--- config.mk ---
export PLATFORM = sky130hd
export DESIGN_NAME = ata_pio_host_sequencer_core
export DESIGN_NICKNAME = d
export VERILOG_FILES = /design/src/rtl/core/ata_pio_pkg.sv /design/src/rtl/core/ata_pio_host_sequencer_core.sv /design/src/rtl/core/ata_pio_seq.sv
export SDC_FILE = /design/constraint.sdc
export NUM_CORES = 1
export LEC_CHECK = 0
export BUFFER_PORTS_ARGS = -buffer_cell sky130_fd_sc_hd__clkbuf_2
export CORE_ASPECT_RATIO = 1.2
export CORE_MARGIN = 2
export CORE_UTILIZATION = 55
export CTS_CLUSTER_DIAMETER = 150
export CTS_CLUSTER_SIZE = 40
export DETAILED_ROUTE_END_ITERATION = 10
export PLACE_DENSITY = 0.77
export SYNTH_ARGS = -nofsm -noshare
export SYNTH_HDL_FRONTEND = slang
export SYNTH_SLANG_ARGS = --single-unit
export TNS_END_PERCENT = 100
--- constraint.sdc ---
create_clock -name clk -period 4.3 [get_ports clk]
set_input_delay 0.43 -clock clk [delete_from_list [all_inputs] [get_ports clk]]
set_output_delay 0.43 -clock clk [all_outputs]
set_load 0.01 [all_outputs]
--- src/rtl/core/ata_pio_pkg.sv ---
// ----------------------------------------------------------------------------
// ata_pio_pkg
// Shared types and constants for the ATA PIO host sequencer.
// ----------------------------------------------------------------------------
package ata_pio_pkg;

  localparam int SECTOR_WORDS_DEF = 256;
  localparam int IDENT_WORDS      = 256;
  localparam int MAX_RES          = 8;
  localparam int RES_CNT_W        = 4;

  localparam logic [28:0] POLL_LIMIT_RST = 29'h1000_0000;
  localparam logic [7:0]  RST_TIMEOUT_RST = 8'd100;

  // configuration register indexes
  localparam logic CFG_POLL_LIMIT  = 1'b0;
  localparam logic CFG_RST_TIMEOUT = 1'b1;

  // command codes
  localparam logic [2:0] CMD_PROBE   = 3'd0;
  localparam logic [2:0] CMD_RD_SECT = 3'd1;
  localparam logic [2:0] CMD_WR_SECT = 3'd2;
  localparam logic [2:0] CMD_RESP    = 3'd3;
  localparam logic [2:0] CMD_WDATA   = 3'd4;
  localparam logic [2:0] CMD_TICK    = 3'd5;

  // result kinds
  localparam logic [1:0] KIND_RD   = 2'd0;
  localparam logic [1:0] KIND_WR   = 2'd1;
  localparam logic [1:0] KIND_WORD = 2'd2;
  localparam logic [1:0] KIND_DONE = 2'd3;

  // done status
  localparam logic [1:0] ST_OK      = 2'd0;
  localparam logic [1:0] ST_NODRIVE = 2'd1;
  localparam logic [1:0] ST_TIMEOUT = 2'd2;
  localparam logic [1:0] ST_DEVERR  = 2'd3;

  // task file offsets
  localparam logic [2:0] REG_PIO_DATA = 3'd0;
  localparam logic [2:0] REG_COUNT    = 3'd2;
  localparam logic [2:0] REG_LBA0     = 3'd3;
  localparam logic [2:0] REG_LBA1     = 3'd4;
  localparam logic [2:0] REG_LBA2     = 3'd5;
  localparam logic [2:0] REG_HEAD     = 3'd6;
  localparam logic [2:0] REG_CMD_STAT = 3'd7;

  localparam logic [7:0] BSY  = 8'h80;
  localparam logic [7:0] DRQ  = 8'h08;
  localparam logic [7:0] ERRB = 8'h01;

  typedef enum logic [20:0] {
    PH_IDLE       = 21'd1 << 0,
    PH_RST_DELAY  = 21'd1 << 1,
    PH_RST_WAIT   = 21'd1 << 2,
    PH_SEL_DELAY  = 21'd1 << 3,
    PH_SEL_STATUS = 21'd1 << 4,
    PH_ID_DELAY   = 21'd1 << 5,
    PH_ID_STATUS  = 21'd1 << 6,
    PH_ID_BSY     = 21'd1 << 7,
    PH_ID_MID     = 21'd1 << 8,
    PH_ID_HI      = 21'd1 << 9,
    PH_ID_DRQ     = 21'd1 << 10,
    PH_ID_DRAIN   = 21'd1 << 11,
    PH_X_BSY1     = 21'd1 << 12,
    PH_X_DELAY    = 21'd1 << 13,
    PH_X_BSY2     = 21'd1 << 14,
    PH_X_DRQ      = 21'd1 << 15,
    PH_R_DATA     = 21'd1 << 16,
    PH_W_DATA     = 21'd1 << 17,
    PH_W_BSY3     = 21'd1 << 18,
    PH_W_ERR      = 21'd1 << 19,
    PH_W_FLUSH    = 21'd1 << 20
  } phase_t;

  typedef struct packed {
    logic [2:0]  command;
    logic [27:0] lba;
    logic [15:0] data;
  } in_word_t;

  typedef struct packed {
    logic [1:0]  kind;
    logic        to_control_block;
    logic        channel;
    logic [2:0]  reg_offset;
    logic [15:0] value;
    logic [1:0]  status_code;
    logic        last;
  } out_word_t;

endpackage

--- src/rtl/core/ata_pio_host_sequencer_core.sv ---
// ----------------------------------------------------------------------------
// ata_pio_host_sequencer_core
// Host-side ATA PIO sequencer: probe, LBA28 single-sector read and write.
// ----------------------------------------------------------------------------
// Usage: the input channel takes command words (probe, read, write, bus read
// response, write data word, tick). Each accepted word is decoded against the
// protocol state and its results (0 to 7 words: bus accesses, sector words,
// done status) are loaded into a result buffer. The buffer drains one word
// per cycle on the output channel while the receiver does not stall, the last
// one flagged. The first result is registered and appears in the cycle after
// acceptance. The next input word is taken in the cycle the final buffered
// word leaves, so a word is not taken before the last one's results are out.
// Words causing no result pass at one per cycle. While the receiver stalls,
// the buffered word holds and input is stalled once the buffer is busy.
// Reset clears the protocol state to idle, drops buffered results and loads
// poll_limit 0x10000000 and reset_timeout_ticks 100.
// ----------------------------------------------------------------------------
module ata_pio_host_sequencer_core #(
  parameter int SECTOR_WORDS = ata_pio_pkg::SECTOR_WORDS_DEF
) (
  input  logic                    clk,
  input  logic                    rst,
  input  logic                    in_valid,
  output logic                    in_stall,
  input  ata_pio_pkg::in_word_t   in_data,
  output logic                    out_valid,
  input  logic                    out_stall,
  output ata_pio_pkg::out_word_t  out_data,
  input  logic                    cfg_we,
  input  logic                    cfg_index,
  input  logic [28:0]             cfg_data
);

  logic [28:0] poll_limit;
  logic [7:0]  reset_timeout_ticks;
  ata_pio_pkg::out_word_t res [ata_pio_pkg::MAX_RES];
  logic [ata_pio_pkg::RES_CNT_W-1:0] res_cnt;
  ata_pio_pkg::out_word_t buf_q [ata_pio_pkg::MAX_RES];
  logic [ata_pio_pkg::RES_CNT_W-1:0] buf_cnt;
  logic [2:0]  rd_ptr;
  logic        step;
  logic        drain_last;

  // configuration registers
  always_ff @(posedge clk) begin
    if (rst) begin
      poll_limit <= ata_pio_pkg::POLL_LIMIT_RST;
      reset_timeout_ticks <= ata_pio_pkg::RST_TIMEOUT_RST;
    end else if (cfg_we) begin
      case (cfg_index)
        ata_pio_pkg::CFG_POLL_LIMIT:  poll_limit <= cfg_data;
        ata_pio_pkg::CFG_RST_TIMEOUT: reset_timeout_ticks <= cfg_data[7:0];
        default: ;
      endcase
    end
  end

  // accept when buffer empty or its final word leaves now
  assign drain_last = (buf_cnt != '0) && !out_stall
                      && ({1'b0, rd_ptr} == buf_cnt - 4'd1);
  assign in_stall = (buf_cnt != '0) && !drain_last;
  assign step = in_valid && !in_stall;

  ata_pio_seq #(.SECTOR_WORDS(SECTOR_WORDS)) u_seq (
    .clk                 (clk),
    .rst                 (rst),
    .step                (step),
    .in_word             (in_data),
    .poll_limit          (poll_limit),
    .reset_timeout_ticks (reset_timeout_ticks),
    .res                 (res),
    .res_cnt             (res_cnt)
  );

  // result buffer
  always_ff @(posedge clk) begin
    if (rst) begin
      buf_cnt <= '0;
      rd_ptr <= '0;
    end else if (step) begin
      buf_cnt <= res_cnt;
      rd_ptr <= '0;
    end else if (drain_last) begin
      buf_cnt <= '0;
      rd_ptr <= '0;
    end else if (buf_cnt != '0 && !out_stall) begin
      rd_ptr <= rd_ptr + 3'd1;
    end
  end

  always_ff @(posedge clk) begin
    if (step) buf_q <= res;
  end

  assign out_valid = (buf_cnt != '0);
  assign out_data = buf_q[rd_ptr];

endmodule

--- src/rtl/core/ata_pio_seq.sv ---
// ----------------------------------------------------------------------------
// ata_pio_seq
// Protocol state and next-state logic; builds the burst of result words
// that one input word causes.
// ----------------------------------------------------------------------------
module ata_pio_seq #(
  parameter int SECTOR_WORDS = ata_pio_pkg::SECTOR_WORDS_DEF
) (
  input  logic                                 clk,
  input  logic                                 rst,
  input  logic                                 step,
  input  ata_pio_pkg::in_word_t                in_word,
  input  logic [28:0]                          poll_limit,
  input  logic [7:0]                           reset_timeout_ticks,
  output ata_pio_pkg::out_word_t               res [ata_pio_pkg::MAX_RES],
  output logic [ata_pio_pkg::RES_CNT_W-1:0]    res_cnt
);

  localparam int WC_W = $clog2(SECTOR_WORDS + 1) > 9 ? $clog2(SECTOR_WORDS + 1) : 9;

  ata_pio_pkg::phase_t phase, phase_next;
  logic        op_write, op_write_next;
  logic [1:0]  slot_index, slot_index_next;
  logic        drive_present, drive_present_next;
  logic        chosen_channel, chosen_channel_next;
  logic        chosen_slave, chosen_slave_next;
  logic [27:0] saved_sector_address, saved_sector_address_next;
  logic [WC_W-1:0] word_count, word_count_next;
  logic [28:0] poll_count, poll_count_next;
  logic [7:0]  elapsed_ticks, elapsed_ticks_next;
  logic [1:0]  delay_count, delay_count_next;
  logic [7:0]  saved_signature_mid, saved_signature_mid_next;

  // state registers
  always_ff @(posedge clk) begin
    if (rst) begin
      phase <= ata_pio_pkg::PH_IDLE;
      op_write <= 1'b0;
      slot_index <= '0;
      drive_present <= 1'b0;
      chosen_channel <= 1'b0;
      chosen_slave <= 1'b0;
      saved_sector_address <= '0;
      word_count <= '0;
      poll_count <= '0;
      elapsed_ticks <= '0;
      delay_count <= '0;
      saved_signature_mid <= '0;
    end else if (step) begin
      phase <= phase_next;
      op_write <= op_write_next;
      slot_index <= slot_index_next;
      drive_present <= drive_present_next;
      chosen_channel <= chosen_channel_next;
      chosen_slave <= chosen_slave_next;
      saved_sector_address <= saved_sector_address_next;
      word_count <= word_count_next;
      poll_count <= poll_count_next;
      elapsed_ticks <= elapsed_ticks_next;
      delay_count <= delay_count_next;
      saved_signature_mid <= saved_signature_mid_next;
    end
  end

  // next state and result burst
  always_comb begin
    logic [7:0]  s;
    logic [28:0] lim;
    logic [28:0] pc_inc;
    logic        expired;
    logic        chan;
    logic [3:0]  n;
    logic        do_fail;
    phase_next = phase;
    op_write_next = op_write;
    slot_index_next = slot_index;
    drive_present_next = drive_present;
    chosen_channel_next = chosen_channel;
    chosen_slave_next = chosen_slave;
    saved_sector_address_next = saved_sector_address;
    word_count_next = word_count;
    poll_count_next = poll_count;
    elapsed_ticks_next = elapsed_ticks;
    delay_count_next = delay_count;
    saved_signature_mid_next = saved_signature_mid;
    for (int i = 0; i < ata_pio_pkg::MAX_RES; i++) res[i] = '0;
    n = '0;
    do_fail = 1'b0;
    s = in_word.data[7:0];
    lim = (poll_limit == '0) ? 29'd1 : poll_limit;
    pc_inc = poll_count + 29'd1;
    expired = pc_inc >= lim;
    chan = (phase == ata_pio_pkg::PH_IDLE) ? 1'b0 : chosen_channel;
    case (phase)
      ata_pio_pkg::PH_RST_DELAY, ata_pio_pkg::PH_RST_WAIT, ata_pio_pkg::PH_SEL_DELAY,
      ata_pio_pkg::PH_SEL_STATUS, ata_pio_pkg::PH_ID_DELAY, ata_pio_pkg::PH_ID_STATUS,
      ata_pio_pkg::PH_ID_BSY, ata_pio_pkg::PH_ID_MID, ata_pio_pkg::PH_ID_HI,
      ata_pio_pkg::PH_ID_DRQ, ata_pio_pkg::PH_ID_DRAIN: chan = slot_index[1];
      default: chan = chosen_channel;
    endcase

    case (in_word.command)
      ata_pio_pkg::CMD_PROBE: begin
        if (phase == ata_pio_pkg::PH_IDLE) begin
          drive_present_next = 1'b0;
          slot_index_next = '0;
          do_fail = 1'b0;
          // soft reset of slot 0; the two control writes leave while still idle,
          // so they go out on the last chosen channel
          res[0] = '{ata_pio_pkg::KIND_WR, 1'b1, chosen_channel, 3'd0, 16'h0004, 2'd0, 1'b0};
          res[1] = '{ata_pio_pkg::KIND_WR, 1'b1, chosen_channel, 3'd0, 16'h0000, 2'd0, 1'b0};
          res[2] = '{ata_pio_pkg::KIND_RD, 1'b1, 1'b0, 3'd0, 16'h0000, 2'd0, 1'b0};
          n = 4'd3;
          delay_count_next = '0;
          phase_next = ata_pio_pkg::PH_RST_DELAY;
        end
      end
      ata_pio_pkg::CMD_RD_SECT, ata_pio_pkg::CMD_WR_SECT: begin
        if (phase == ata_pio_pkg::PH_IDLE) begin
          if (!drive_present) begin
            res[0] = '{ata_pio_pkg::KIND_DONE, 1'b0, 1'b0, 3'd0, 16'h0, ata_pio_pkg::ST_NODRIVE, 1'b0};
            n = 4'd1;
          end else begin
            op_write_next = (in_word.command == ata_pio_pkg::CMD_WR_SECT);
            saved_sector_address_next = in_word.lba;
            poll_count_next = '0;
            phase_next = ata_pio_pkg::PH_X_BSY1;
            res[0] = '{ata_pio_pkg::KIND_RD, 1'b0, chosen_channel, ata_pio_pkg::REG_CMD_STAT,
                       16'h0, 2'd0, 1'b0};
            n = 4'd1;
          end
        end
      end
      ata_pio_pkg::CMD_RESP: begin
        case (phase)
          ata_pio_pkg::PH_RST_DELAY, ata_pio_pkg::PH_SEL_DELAY,
          ata_pio_pkg::PH_ID_DELAY, ata_pio_pkg::PH_X_DELAY: begin
            if (delay_count != 2'd3) begin
              delay_count_next = delay_count + 2'd1;
              res[0] = '{ata_pio_pkg::KIND_RD, 1'b1, chan, 3'd0, 16'h0, 2'd0, 1'b0};
              n = 4'd1;
            end else begin
              case (phase)
                ata_pio_pkg::PH_RST_DELAY: begin
                  elapsed_ticks_next = '0;
                  phase_next = ata_pio_pkg::PH_RST_WAIT;
                  res[0] = '{ata_pio_pkg::KIND_RD, 1'b1, chan, 3'd0, 16'h0, 2'd0, 1'b0};
                end
                ata_pio_pkg::PH_X_DELAY: begin
                  poll_count_next = '0;
                  phase_next = ata_pio_pkg::PH_X_BSY2;
                  res[0] = '{ata_pio_pkg::KIND_RD, 1'b0, chan, ata_pio_pkg::REG_CMD_STAT,
                             16'h0, 2'd0, 1'b0};
                end
                ata_pio_pkg::PH_SEL_DELAY: begin
                  phase_next = ata_pio_pkg::PH_SEL_STATUS;
                  res[0] = '{ata_pio_pkg::KIND_RD, 1'b0, chan, ata_pio_pkg::REG_CMD_STAT,
                             16'h0, 2'd0, 1'b0};
                end
                default: begin
                  phase_next = ata_pio_pkg::PH_ID_STATUS;
                  res[0] = '{ata_pio_pkg::KIND_RD, 1'b0, chan, ata_pio_pkg::REG_CMD_STAT,
                             16'h0, 2'd0, 1'b0};
                end
              endcase
              n = 4'd1;
            end
          end
          ata_pio_pkg::PH_RST_WAIT: begin
            if ((s & ata_pio_pkg::BSY) == '0) begin
              res[0] = '{ata_pio_pkg::KIND_WR, 1'b0, chan, ata_pio_pkg::REG_HEAD,
                         {8'h00, 3'b101, slot_index[0], 4'h0}, 2'd0, 1'b0};
              res[1] = '{ata_pio_pkg::KIND_RD, 1'b1, chan, 3'd0, 16'h0, 2'd0, 1'b0};
              n = 4'd2;
              delay_count_next = '0;
              phase_next = ata_pio_pkg::PH_SEL_DELAY;
            end else if (s == 8'hFF || elapsed_ticks >= reset_timeout_ticks) begin
              do_fail = 1'b1;
            end else begin
              res[0] = '{ata_pio_pkg::KIND_RD, 1'b1, chan, 3'd0, 16'h0, 2'd0, 1'b0};
              n = 4'd1;
            end
          end
          ata_pio_pkg::PH_SEL_STATUS: begin
            if (s == 8'hFF) begin
              do_fail = 1'b1;
            end else begin
              res[0] = '{ata_pio_pkg::KIND_WR, 1'b0, chan, ata_pio_pkg::REG_COUNT, 16'h0, 2'd0, 1'b0};
              res[1] = '{ata_pio_pkg::KIND_WR, 1'b0, chan, ata_pio_pkg::REG_LBA0, 16'h0, 2'd0, 1'b0};
              res[2] = '{ata_pio_pkg::KIND_WR, 1'b0, chan, ata_pio_pkg::REG_LBA1, 16'h0, 2'd0, 1'b0};
              res[3] = '{ata_pio_pkg::KIND_WR, 1'b0, chan, ata_pio_pkg::REG_LBA2, 16'h0, 2'd0, 1'b0};
              res[4] = '{ata_pio_pkg::KIND_WR, 1'b0, chan, ata_pio_pkg::REG_CMD_STAT,
                         16'h00EC, 2'd0, 1'b0};
              res[5] = '{ata_pio_pkg::KIND_RD, 1'b1, chan, 3'd0, 16'h0, 2'd0, 1'b0};
              n = 4'd6;
              delay_count_next = '0;
              phase_next = ata_pio_pkg::PH_ID_DELAY;
            end
          end
          ata_pio_pkg::PH_ID_STATUS: begin
            if (s == 8'h00) begin
              do_fail = 1'b1;
            end else begin
              poll_count_next = '0;
              phase_next = ata_pio_pkg::PH_ID_BSY;
              res[0] = '{ata_pio_pkg::KIND_RD, 1'b0, chan, ata_pio_pkg::REG_CMD_STAT,
                         16'h0, 2'd0, 1'b0};
              n = 4'd1;
            end
          end
          ata_pio_pkg::PH_ID_BSY: begin
            if ((s & ata_pio_pkg::BSY) == '0) begin
              phase_next = ata_pio_pkg::PH_ID_MID;
              res[0] = '{ata_pio_pkg::KIND_RD, 1'b0, chan, ata_pio_pkg::REG_LBA1, 16'h0, 2'd0, 1'b0};
              n = 4'd1;
            end else begin
              poll_count_next = pc_inc;
              if (expired) begin
                do_fail = 1'b1;
              end else begin
                res[0] = '{ata_pio_pkg::KIND_RD, 1'b0, chan, ata_pio_pkg::REG_CMD_STAT,
                           16'h0, 2'd0, 1'b0};
                n = 4'd1;
              end
            end
          end
          ata_pio_pkg::PH_ID_MID: begin
            saved_signature_mid_next = s;
            phase_next = ata_pio_pkg::PH_ID_HI;
            res[0] = '{ata_pio_pkg::KIND_RD, 1'b0, chan, ata_pio_pkg::REG_LBA2, 16'h0, 2'd0, 1'b0};
            n = 4'd1;
          end
          ata_pio_pkg::PH_ID_HI: begin
            if (saved_signature_mid == 8'h14 && s == 8'hEB) begin
              do_fail = 1'b1;
            end else begin
              poll_count_next = '0;
              phase_next = ata_pio_pkg::PH_ID_DRQ;
              res[0] = '{ata_pio_pkg::KIND_RD, 1'b0, chan, ata_pio_pkg::REG_CMD_STAT,
                         16'h0, 2'd0, 1'b0};
              n = 4'd1;
            end
          end
          ata_pio_pkg::PH_ID_DRQ: begin
            if ((s & ata_pio_pkg::ERRB) != '0) begin
              do_fail = 1'b1;
            end else if ((s & ata_pio_pkg::DRQ) != '0) begin
              word_count_next = '0;
              phase_next = ata_pio_pkg::PH_ID_DRAIN;
              res[0] = '{ata_pio_pkg::KIND_RD, 1'b0, chan, ata_pio_pkg::REG_PIO_DATA,
                         16'h0, 2'd0, 1'b0};
              n = 4'd1;
            end else begin
              poll_count_next = pc_inc;
              if (expired) begin
                do_fail = 1'b1;
              end else begin
                res[0] = '{ata_pio_pkg::KIND_RD, 1'b0, chan, ata_pio_pkg::REG_CMD_STAT,
                           16'h0, 2'd0, 1'b0};
                n = 4'd1;
              end
            end
          end
          ata_pio_pkg::PH_ID_DRAIN: begin
            word_count_next = word_count + 1'b1;
            if (word_count_next >= WC_W'(ata_pio_pkg::IDENT_WORDS)) begin
              drive_present_next = 1'b1;
              chosen_channel_next = slot_index[1];
              chosen_slave_next = slot_index[0];
              phase_next = ata_pio_pkg::PH_IDLE;
              res[0] = '{ata_pio_pkg::KIND_DONE, 1'b0, 1'b0, 3'd0, 16'h0, ata_pio_pkg::ST_OK, 1'b0};
            end else begin
              res[0] = '{ata_pio_pkg::KIND_RD, 1'b0, chan, ata_pio_pkg::REG_PIO_DATA,
                         16'h0, 2'd0, 1'b0};
            end
            n = 4'd1;
          end
          ata_pio_pkg::PH_X_BSY1, ata_pio_pkg::PH_X_BSY2, ata_pio_pkg::PH_W_BSY3: begin
            if ((s & ata_pio_pkg::BSY) == '0) begin
              if (phase == ata_pio_pkg::PH_X_BSY1) begin
                // task file for one sector
                res[0] = '{ata_pio_pkg::KIND_WR, 1'b0, chan, ata_pio_pkg::REG_HEAD,
                           {8'h00, 3'b111, chosen_slave, saved_sector_address[27:24]},
                           2'd0, 1'b0};
                res[1] = '{ata_pio_pkg::KIND_WR, 1'b0, chan, ata_pio_pkg::REG_COUNT, 16'h1, 2'd0, 1'b0};
                res[2] = '{ata_pio_pkg::KIND_WR, 1'b0, chan, ata_pio_pkg::REG_LBA0,
                           {8'h00, saved_sector_address[7:0]}, 2'd0, 1'b0};
                res[3] = '{ata_pio_pkg::KIND_WR, 1'b0, chan, ata_pio_pkg::REG_LBA1,
                           {8'h00, saved_sector_address[15:8]}, 2'd0, 1'b0};
                res[4] = '{ata_pio_pkg::KIND_WR, 1'b0, chan, ata_pio_pkg::REG_LBA2,
                           {8'h00, saved_sector_address[23:16]}, 2'd0, 1'b0};
                res[5] = '{ata_pio_pkg::KIND_WR, 1'b0, chan, ata_pio_pkg::REG_CMD_STAT,
                           op_write ? 16'h0030 : 16'h0020, 2'd0, 1'b0};
                res[6] = '{ata_pio_pkg::KIND_RD, 1'b1, chan, 3'd0, 16'h0, 2'd0, 1'b0};
                n = 4'd7;
                delay_count_next = '0;
                phase_next = ata_pio_pkg::PH_X_DELAY;
              end else begin
                if (phase == ata_pio_pkg::PH_X_BSY2) begin
                  poll_count_next = '0;
                  phase_next = ata_pio_pkg::PH_X_DRQ;
                end else begin
                  phase_next = ata_pio_pkg::PH_W_ERR;
                end
                res[0] = '{ata_pio_pkg::KIND_RD, 1'b0, chan, ata_pio_pkg::REG_CMD_STAT,
                           16'h0, 2'd0, 1'b0};
                n = 4'd1;
              end
            end else begin
              poll_count_next = pc_inc;
              if (expired) begin
                phase_next = ata_pio_pkg::PH_IDLE;
                res[0] = '{ata_pio_pkg::KIND_DONE, 1'b0, 1'b0, 3'd0, 16'h0, ata_pio_pkg::ST_TIMEOUT, 1'b0};
              end else begin
                res[0] = '{ata_pio_pkg::KIND_RD, 1'b0, chan, ata_pio_pkg::REG_CMD_STAT,
                           16'h0, 2'd0, 1'b0};
              end
              n = 4'd1;
            end
          end
          ata_pio_pkg::PH_X_DRQ: begin
            if ((s & ata_pio_pkg::ERRB) != '0) begin
              phase_next = ata_pio_pkg::PH_IDLE;
              res[0] = '{ata_pio_pkg::KIND_DONE, 1'b0, 1'b0, 3'd0, 16'h0, ata_pio_pkg::ST_DEVERR, 1'b0};
              n = 4'd1;
            end else if ((s & ata_pio_pkg::DRQ) != '0) begin
              word_count_next = '0;
              if (op_write) begin
                phase_next = ata_pio_pkg::PH_W_DATA;
              end else begin
                phase_next = ata_pio_pkg::PH_R_DATA;
                res[0] = '{ata_pio_pkg::KIND_RD, 1'b0, chan, ata_pio_pkg::REG_PIO_DATA,
                           16'h0, 2'd0, 1'b0};
                n = 4'd1;
              end
            end else begin
              poll_count_next = pc_inc;
              if (expired) begin
                phase_next = ata_pio_pkg::PH_IDLE;
                res[0] = '{ata_pio_pkg::KIND_DONE, 1'b0, 1'b0, 3'd0, 16'h0, ata_pio_pkg::ST_TIMEOUT, 1'b0};
              end else begin
                res[0] = '{ata_pio_pkg::KIND_RD, 1'b0, chan, ata_pio_pkg::REG_CMD_STAT,
                           16'h0, 2'd0, 1'b0};
              end
              n = 4'd1;
            end
          end
          ata_pio_pkg::PH_R_DATA: begin
            res[0] = '{ata_pio_pkg::KIND_WORD, 1'b0, 1'b0, 3'd0, in_word.data, 2'd0, 1'b0};
            word_count_next = word_count + 1'b1;
            if (word_count_next >= WC_W'(SECTOR_WORDS)) begin
              phase_next = ata_pio_pkg::PH_IDLE;
              res[1] = '{ata_pio_pkg::KIND_DONE, 1'b0, 1'b0, 3'd0, 16'h0, ata_pio_pkg::ST_OK, 1'b0};
            end else begin
              res[1] = '{ata_pio_pkg::KIND_RD, 1'b0, chan, ata_pio_pkg::REG_PIO_DATA,
                         16'h0, 2'd0, 1'b0};
            end
            n = 4'd2;
          end
          ata_pio_pkg::PH_W_ERR: begin
            if ((s & ata_pio_pkg::ERRB) != '0) begin
              phase_next = ata_pio_pkg::PH_IDLE;
              res[0] = '{ata_pio_pkg::KIND_DONE, 1'b0, 1'b0, 3'd0, 16'h0, ata_pio_pkg::ST_DEVERR, 1'b0};
              n = 4'd1;
            end else begin
              res[0] = '{ata_pio_pkg::KIND_WR, 1'b0, chan, ata_pio_pkg::REG_CMD_STAT,
                         16'h00E7, 2'd0, 1'b0};
              res[1] = '{ata_pio_pkg::KIND_RD, 1'b0, chan, ata_pio_pkg::REG_CMD_STAT,
                         16'h0, 2'd0, 1'b0};
              n = 4'd2;
              poll_count_next = '0;
              phase_next = ata_pio_pkg::PH_W_FLUSH;
            end
          end
          ata_pio_pkg::PH_W_FLUSH: begin
            if ((s & ata_pio_pkg::BSY) != '0) poll_count_next = pc_inc;
            if ((s & ata_pio_pkg::BSY) == '0 || expired) begin
              phase_next = ata_pio_pkg::PH_IDLE;
              res[0] = '{ata_pio_pkg::KIND_DONE, 1'b0, 1'b0, 3'd0, 16'h0, ata_pio_pkg::ST_OK, 1'b0};
            end else begin
              res[0] = '{ata_pio_pkg::KIND_RD, 1'b0, chan, ata_pio_pkg::REG_CMD_STAT,
                         16'h0, 2'd0, 1'b0};
            end
            n = 4'd1;
          end
          default: ;
        endcase
      end
      ata_pio_pkg::CMD_WDATA: begin
        if (phase == ata_pio_pkg::PH_W_DATA) begin
          res[0] = '{ata_pio_pkg::KIND_WR, 1'b0, chosen_channel, ata_pio_pkg::REG_PIO_DATA,
                     in_word.data, 2'd0, 1'b0};
          n = 4'd1;
          word_count_next = word_count + 1'b1;
          if (word_count_next >= WC_W'(SECTOR_WORDS)) begin
            poll_count_next = '0;
            phase_next = ata_pio_pkg::PH_W_BSY3;
            res[1] = '{ata_pio_pkg::KIND_RD, 1'b0, chosen_channel, ata_pio_pkg::REG_CMD_STAT,
                       16'h0, 2'd0, 1'b0};
            n = 4'd2;
          end
        end
      end
      ata_pio_pkg::CMD_TICK: begin
        if (phase == ata_pio_pkg::PH_RST_WAIT && elapsed_ticks != 8'hFF)
          elapsed_ticks_next = elapsed_ticks + 8'd1;
      end
      default: ;
    endcase

    // slot failure: next slot's soft reset, or no drive after the last slot
    if (do_fail) begin
      if (slot_index == 2'd3) begin
        phase_next = ata_pio_pkg::PH_IDLE;
        res[0] = '{ata_pio_pkg::KIND_DONE, 1'b0, 1'b0, 3'd0, 16'h0, ata_pio_pkg::ST_NODRIVE, 1'b0};
        n = 4'd1;
      end else begin
        slot_index_next = slot_index + 2'd1;
        res[0] = '{ata_pio_pkg::KIND_WR, 1'b1, slot_index_next[1], 3'd0, 16'h0004, 2'd0, 1'b0};
        res[1] = '{ata_pio_pkg::KIND_WR, 1'b1, slot_index_next[1], 3'd0, 16'h0000, 2'd0, 1'b0};
        res[2] = '{ata_pio_pkg::KIND_RD, 1'b1, slot_index_next[1], 3'd0, 16'h0000, 2'd0, 1'b0};
        n = 4'd3;
        delay_count_next = '0;
        phase_next = ata_pio_pkg::PH_RST_DELAY;
      end
    end

    // mark the final word of the burst
    for (int i = 0; i < ata_pio_pkg::MAX_RES; i++) begin
      if (n != '0 && 4'(i) == n - 4'd1) res[i].last = 1'b1;
    end
    res_cnt = n;
  end

endmodule
==> results.md <==
- Status: finished clean
- Final setup fails: 0
- Critical Path Start Type: flop
- CTS H-tree lvls: 1
- Synth warnings: 0
- Non-Filler Instances: 2015
- Largest net degree at the start of global routing: slightly above 80
- Post-synth EDFFs: 77
- Worst Setup End Kind: flop
- # rows: a little over 60
- Internal power: roughly 2900 uW
- Hold Buf Count CTS: 0
- Slew headroom: 28.8%
- Num CTS Buffers: 9
- Ratio of cells with drive above 1 in the final layout: 18.2%
- # fillers: ~2100
- Placed cell areas: around 15000 um2
- Syn avg cell area: around 8.5 um2
- Max-slew violation count: 0
- Total routed wirelength: roughly 40000 um
- GPL Wtd Cong: between 1 and 1.5
- Vias in the first global route: roughly 12000
- Class of the worst hold path: input port to flop
- Period minus WS final: about 4300 ps
- RSZ-0062 raised after global routing: yes
- Port bufs: 109
- Yosys cell types: 89
- Die Ht: around 170 um
- Reg2reg start: u_seq.poll_count[0]
- Iter 0 DRT Violations: approximately 910
- Core area: around 24000 um2
- Post-DP HPWL: 30500 um
- Grt total ovfl: 0
- Setup CP Type: flop to flop
- Vias after detailed routing: about 12000
- Starting density of the core: a little under three fifths
- Synth Cell Area: ~13000 um2
- Ant diodes: 0
- Yosys reg bits: 231
- PwrDens: about 260 nW/um2
- Worst-margin pin slew: 1060 ps
- Post-Place Cells: about 2000
- Switching share of power: between 20 and 30%
- Bufs on Longest Clock Path: 3
- Clk slew on worst S/H paths: roughly 150 ps
- WP data required: 4730 ps
- Worst hold path stage count: 3
- Final core occ: 63.7%
- Crit path arrival time: between 4000 and 5000 ps
- FF-to-FF setup slack: a little under 1 ps
- Fmax: approximately 230 MHz
- Worst-Skew Late Latency: approximately 500 ps
- Hold EP: poll_limit[9]
- Largest fanout on the critical path: 6
- Leak Pwr: between 0.005 and 0.006 uW
- GR Util All Layers: 30.9%
- Final hold violations: 0
- Comb pwr share: 12.3%
- Top-level I/O count: 110
- Switching power: 1020 uW
- Final period utilization: 100%
- Hold path start: cfg_data[9]
- Sequential area share after synthesis: between 40% and 50%
- Setup TNS: 0 ps
- Wirelength per Cell: about 20 um
- Final nets: ~1800
- First-pass GRT wire length: around 63000 um
- Capturing point of the worst reg2reg path: u_seq.phase[16]
- Post-route ant nets: 0
- Clk pwr share: a little over a quarter
- Reg2reg path depth: 18
- Pre-antenna DRT Iters: 5
- Root buffer cell: clkbuf_16
- Clock Skew: around 27 ps
- Initial antenna violation count: 1
- Total of max-cap violations: 0
- VDD IR-drop max: 0.239 mV
- Die ar.: roughly 25000 um2
- Via-to-Cell Ratio: between 6 and 7
- Ys async rst share: 0%
- Flop pwr share: between 60% and 70%
- Final Cell Area: ~15000 um2
- Layout area overhead: 14.5%
- Syn Inst Count: approximately 1600
- Num Clock Sinks: 231
- Drc violations: 0
- CTS tree: built
- Die extent in x: between 100 and 150 um
- Top_reg_cell synth: dfxtp_1
==> worst max path at each step <==
stage,startpoint,end,slack [ps],cells past startpoint
floorplan,u_seq.poll_count[0],buf_q[207],50,15
global placement,u_seq.poll_count[0],u_seq.phase[13],-10,17
detailed placement,u_seq.poll_count[0],u_seq.elapsed_ticks[5],-190,16
CTS,u_seq.poll_count[0],buf_q[52],9,19
global route,u_seq.poll_count[0],u_seq.phase[12],-180,18
finish,u_seq.poll_count[0],u_seq.phase[16],1,18
==> logic make-up after synthesis <==
logic type | synth area share [%]
buffers and inverters | 4.84
and+or+nand+nor | 27.2
muxes | 4.40
adders and majority gates | 4.16
AOI/OAI and AO/OA | 15.5
other | 0.0283
xor gates and xnor gates | 3.04
DFF | 40.7
==> cell usage after synthesis, types with 7 or more instances <==
cell / n / area share, %
a211oi_1: 14 / 0.79
clkbuf_1: 67 / 1.9
or2_2: 10 / 0.47
xor2_1: 28 / 1.9
and2_1: 25 / 1.2
nor4_1: 36 / 1.7
o211ai_1: 11 / 0.62
o21a_1: 7 / 0.40
nor3_1: 32 / 1.2
nand3_1: 45 / 1.7
a31oi_1: 10 / 0.47
edfxtp_1: 77 / 17
and4_1: 13 / 0.86
or3_1: 9 / 0.43
o31ai_1: 7 / 0.40
a21oi_1: 114 / 4.3
and3_1: 35 / 1.7
nand2_1: 219 / 6.2
nand2b_1: 14 / 0.66
buf_2: 11 / 0.42
xnor2_1: 18 / 1.2
ha_1: 44 / 4.2
o2111ai_1: 7 / 0.46
or4_1: 9 / 0.51
dfxtp_1: 154 / 23
o22ai_1: 21 / 0.99
a21o_1: 12 / 0.68
nor2_1: 154 / 4.4
o21ai_0: 62 / 2.3
inv_1: 76 / 2.2
nand4_1: 32 / 1.5
nor2b_1: 21 / 0.99
mux2i_1: 47 / 3.6
==> power groups by stage <==
stage / clock (uW) / combinational, uW / sequential, uW
after floorplan: 0 / 289 / 2400
after global placement: 0 / 448 / 2420
after detailed placement: 0 / 456 / 2420
after CTS: 1090 / 461 / 2370
after global routing: 1150 / 529 / 2380
final: 1070 / 483 / 2370
==> through the flow <==
step	total power [uW]	worst slack (ps)	hold slack [ps]
after floorplan	2690	46.6	432
after global placement	2870	-13.6	440
after detailed placement	2880	-192	442
after CTS	3930	9.08	121
after global routing	4060	-185	116
final	3930	0.991	119
==> placed cells by master (no fill, tap or decap), types with 5 or more instances in the layout <==
master       n
nor2b_1     19
nand2b_1    14
dfxtp_1    152
nand3_1     43
a21o_1      12
a31oi_1      9
nor4_4       5
a21oi_1    111
a31o_2       6
clkbuf_2   108
and4_1      11
or3_1        9
nand2_1    219
nor3b_1      5
inv_1       75
edfxtp_1    77
mux2i_1     47
xnor2_1     18
and2_1      25
ha_1        43
nand4_1     32
buf_4       91
clkbuf_16    9
o2111ai_1    7
xor2_1      27
nor4_1      31
nor4b_2      5
nor3_1      29
nand3b_1     5
a211oi_1    11
o22ai_1     17
o21a_1       7
and3_1      35
o21ai_0     58
or4_1        8
nor2_1     149
o211ai_1    11
a31o_1       5
nor4_2       6
or2_2       10
==> sequential cells by signal, summed over array words and instances, names as in the netlist, 8 cells and up <==
name / flops
poll_limit: 29
u_seq.saved_sector_address: 28
u_seq.saved_signature_mid: 8
u_seq.poll_count: 29
reset_timeout_ticks: 8
u_seq.phase: 21
u_seq.elapsed_ticks: 8
buf_q: 77
u_seq.word_count: 9
==> what timing repair did <==
action / in CTS / in global routing
gates resized for setup: 17 / 46
setup buffers: 4 / 7
gates cloned: 0 / 1
pin swaps: 7 / 18
endpoints found under the setup margin: 42 / 50
==> final cells by class <==
class	instances	area (um2)	area share, %
multi-input cells	1173	7580	50.0
flip-flops and latches	231	5400	35.6
repair buffers	200	1230	8.14
well taps	320	400	2.64
inverters	78	297	1.96
clock buffers	12	236	1.56
clock inverters	1	11.3	0.0743
==> layer usage <==
metal | GRT usage, % | share of wire [%] | up-vias
met5 | 0 | 0 | -
met3 | 3.39 | 6.1 | 122
met4 | 13.7 | 4.9 | 0
li1 | - | - | 5877
met1 | 36.6 | 39 | 5803
met2 | 56.3 | 50 | 483
==> critical path, stage by stage (launching register included) <==
cell	delay [ps]
dfxtp_2	380
ha_4	130
nand4_1	100
or4_4	520
nor3_2	120
buf_4	160
and4_4	230
xor2_1	180
ha_1	280
nand4_1	220
buf_4	170
nor2_4	30
a221oi_4	270
a21oi_2	110
a21oi_4	190
buf_4	150
nor3b_4	240
or4b_4	580
o22ai_1	150
No activity file was read; power rests on OpenSTA's default activity.
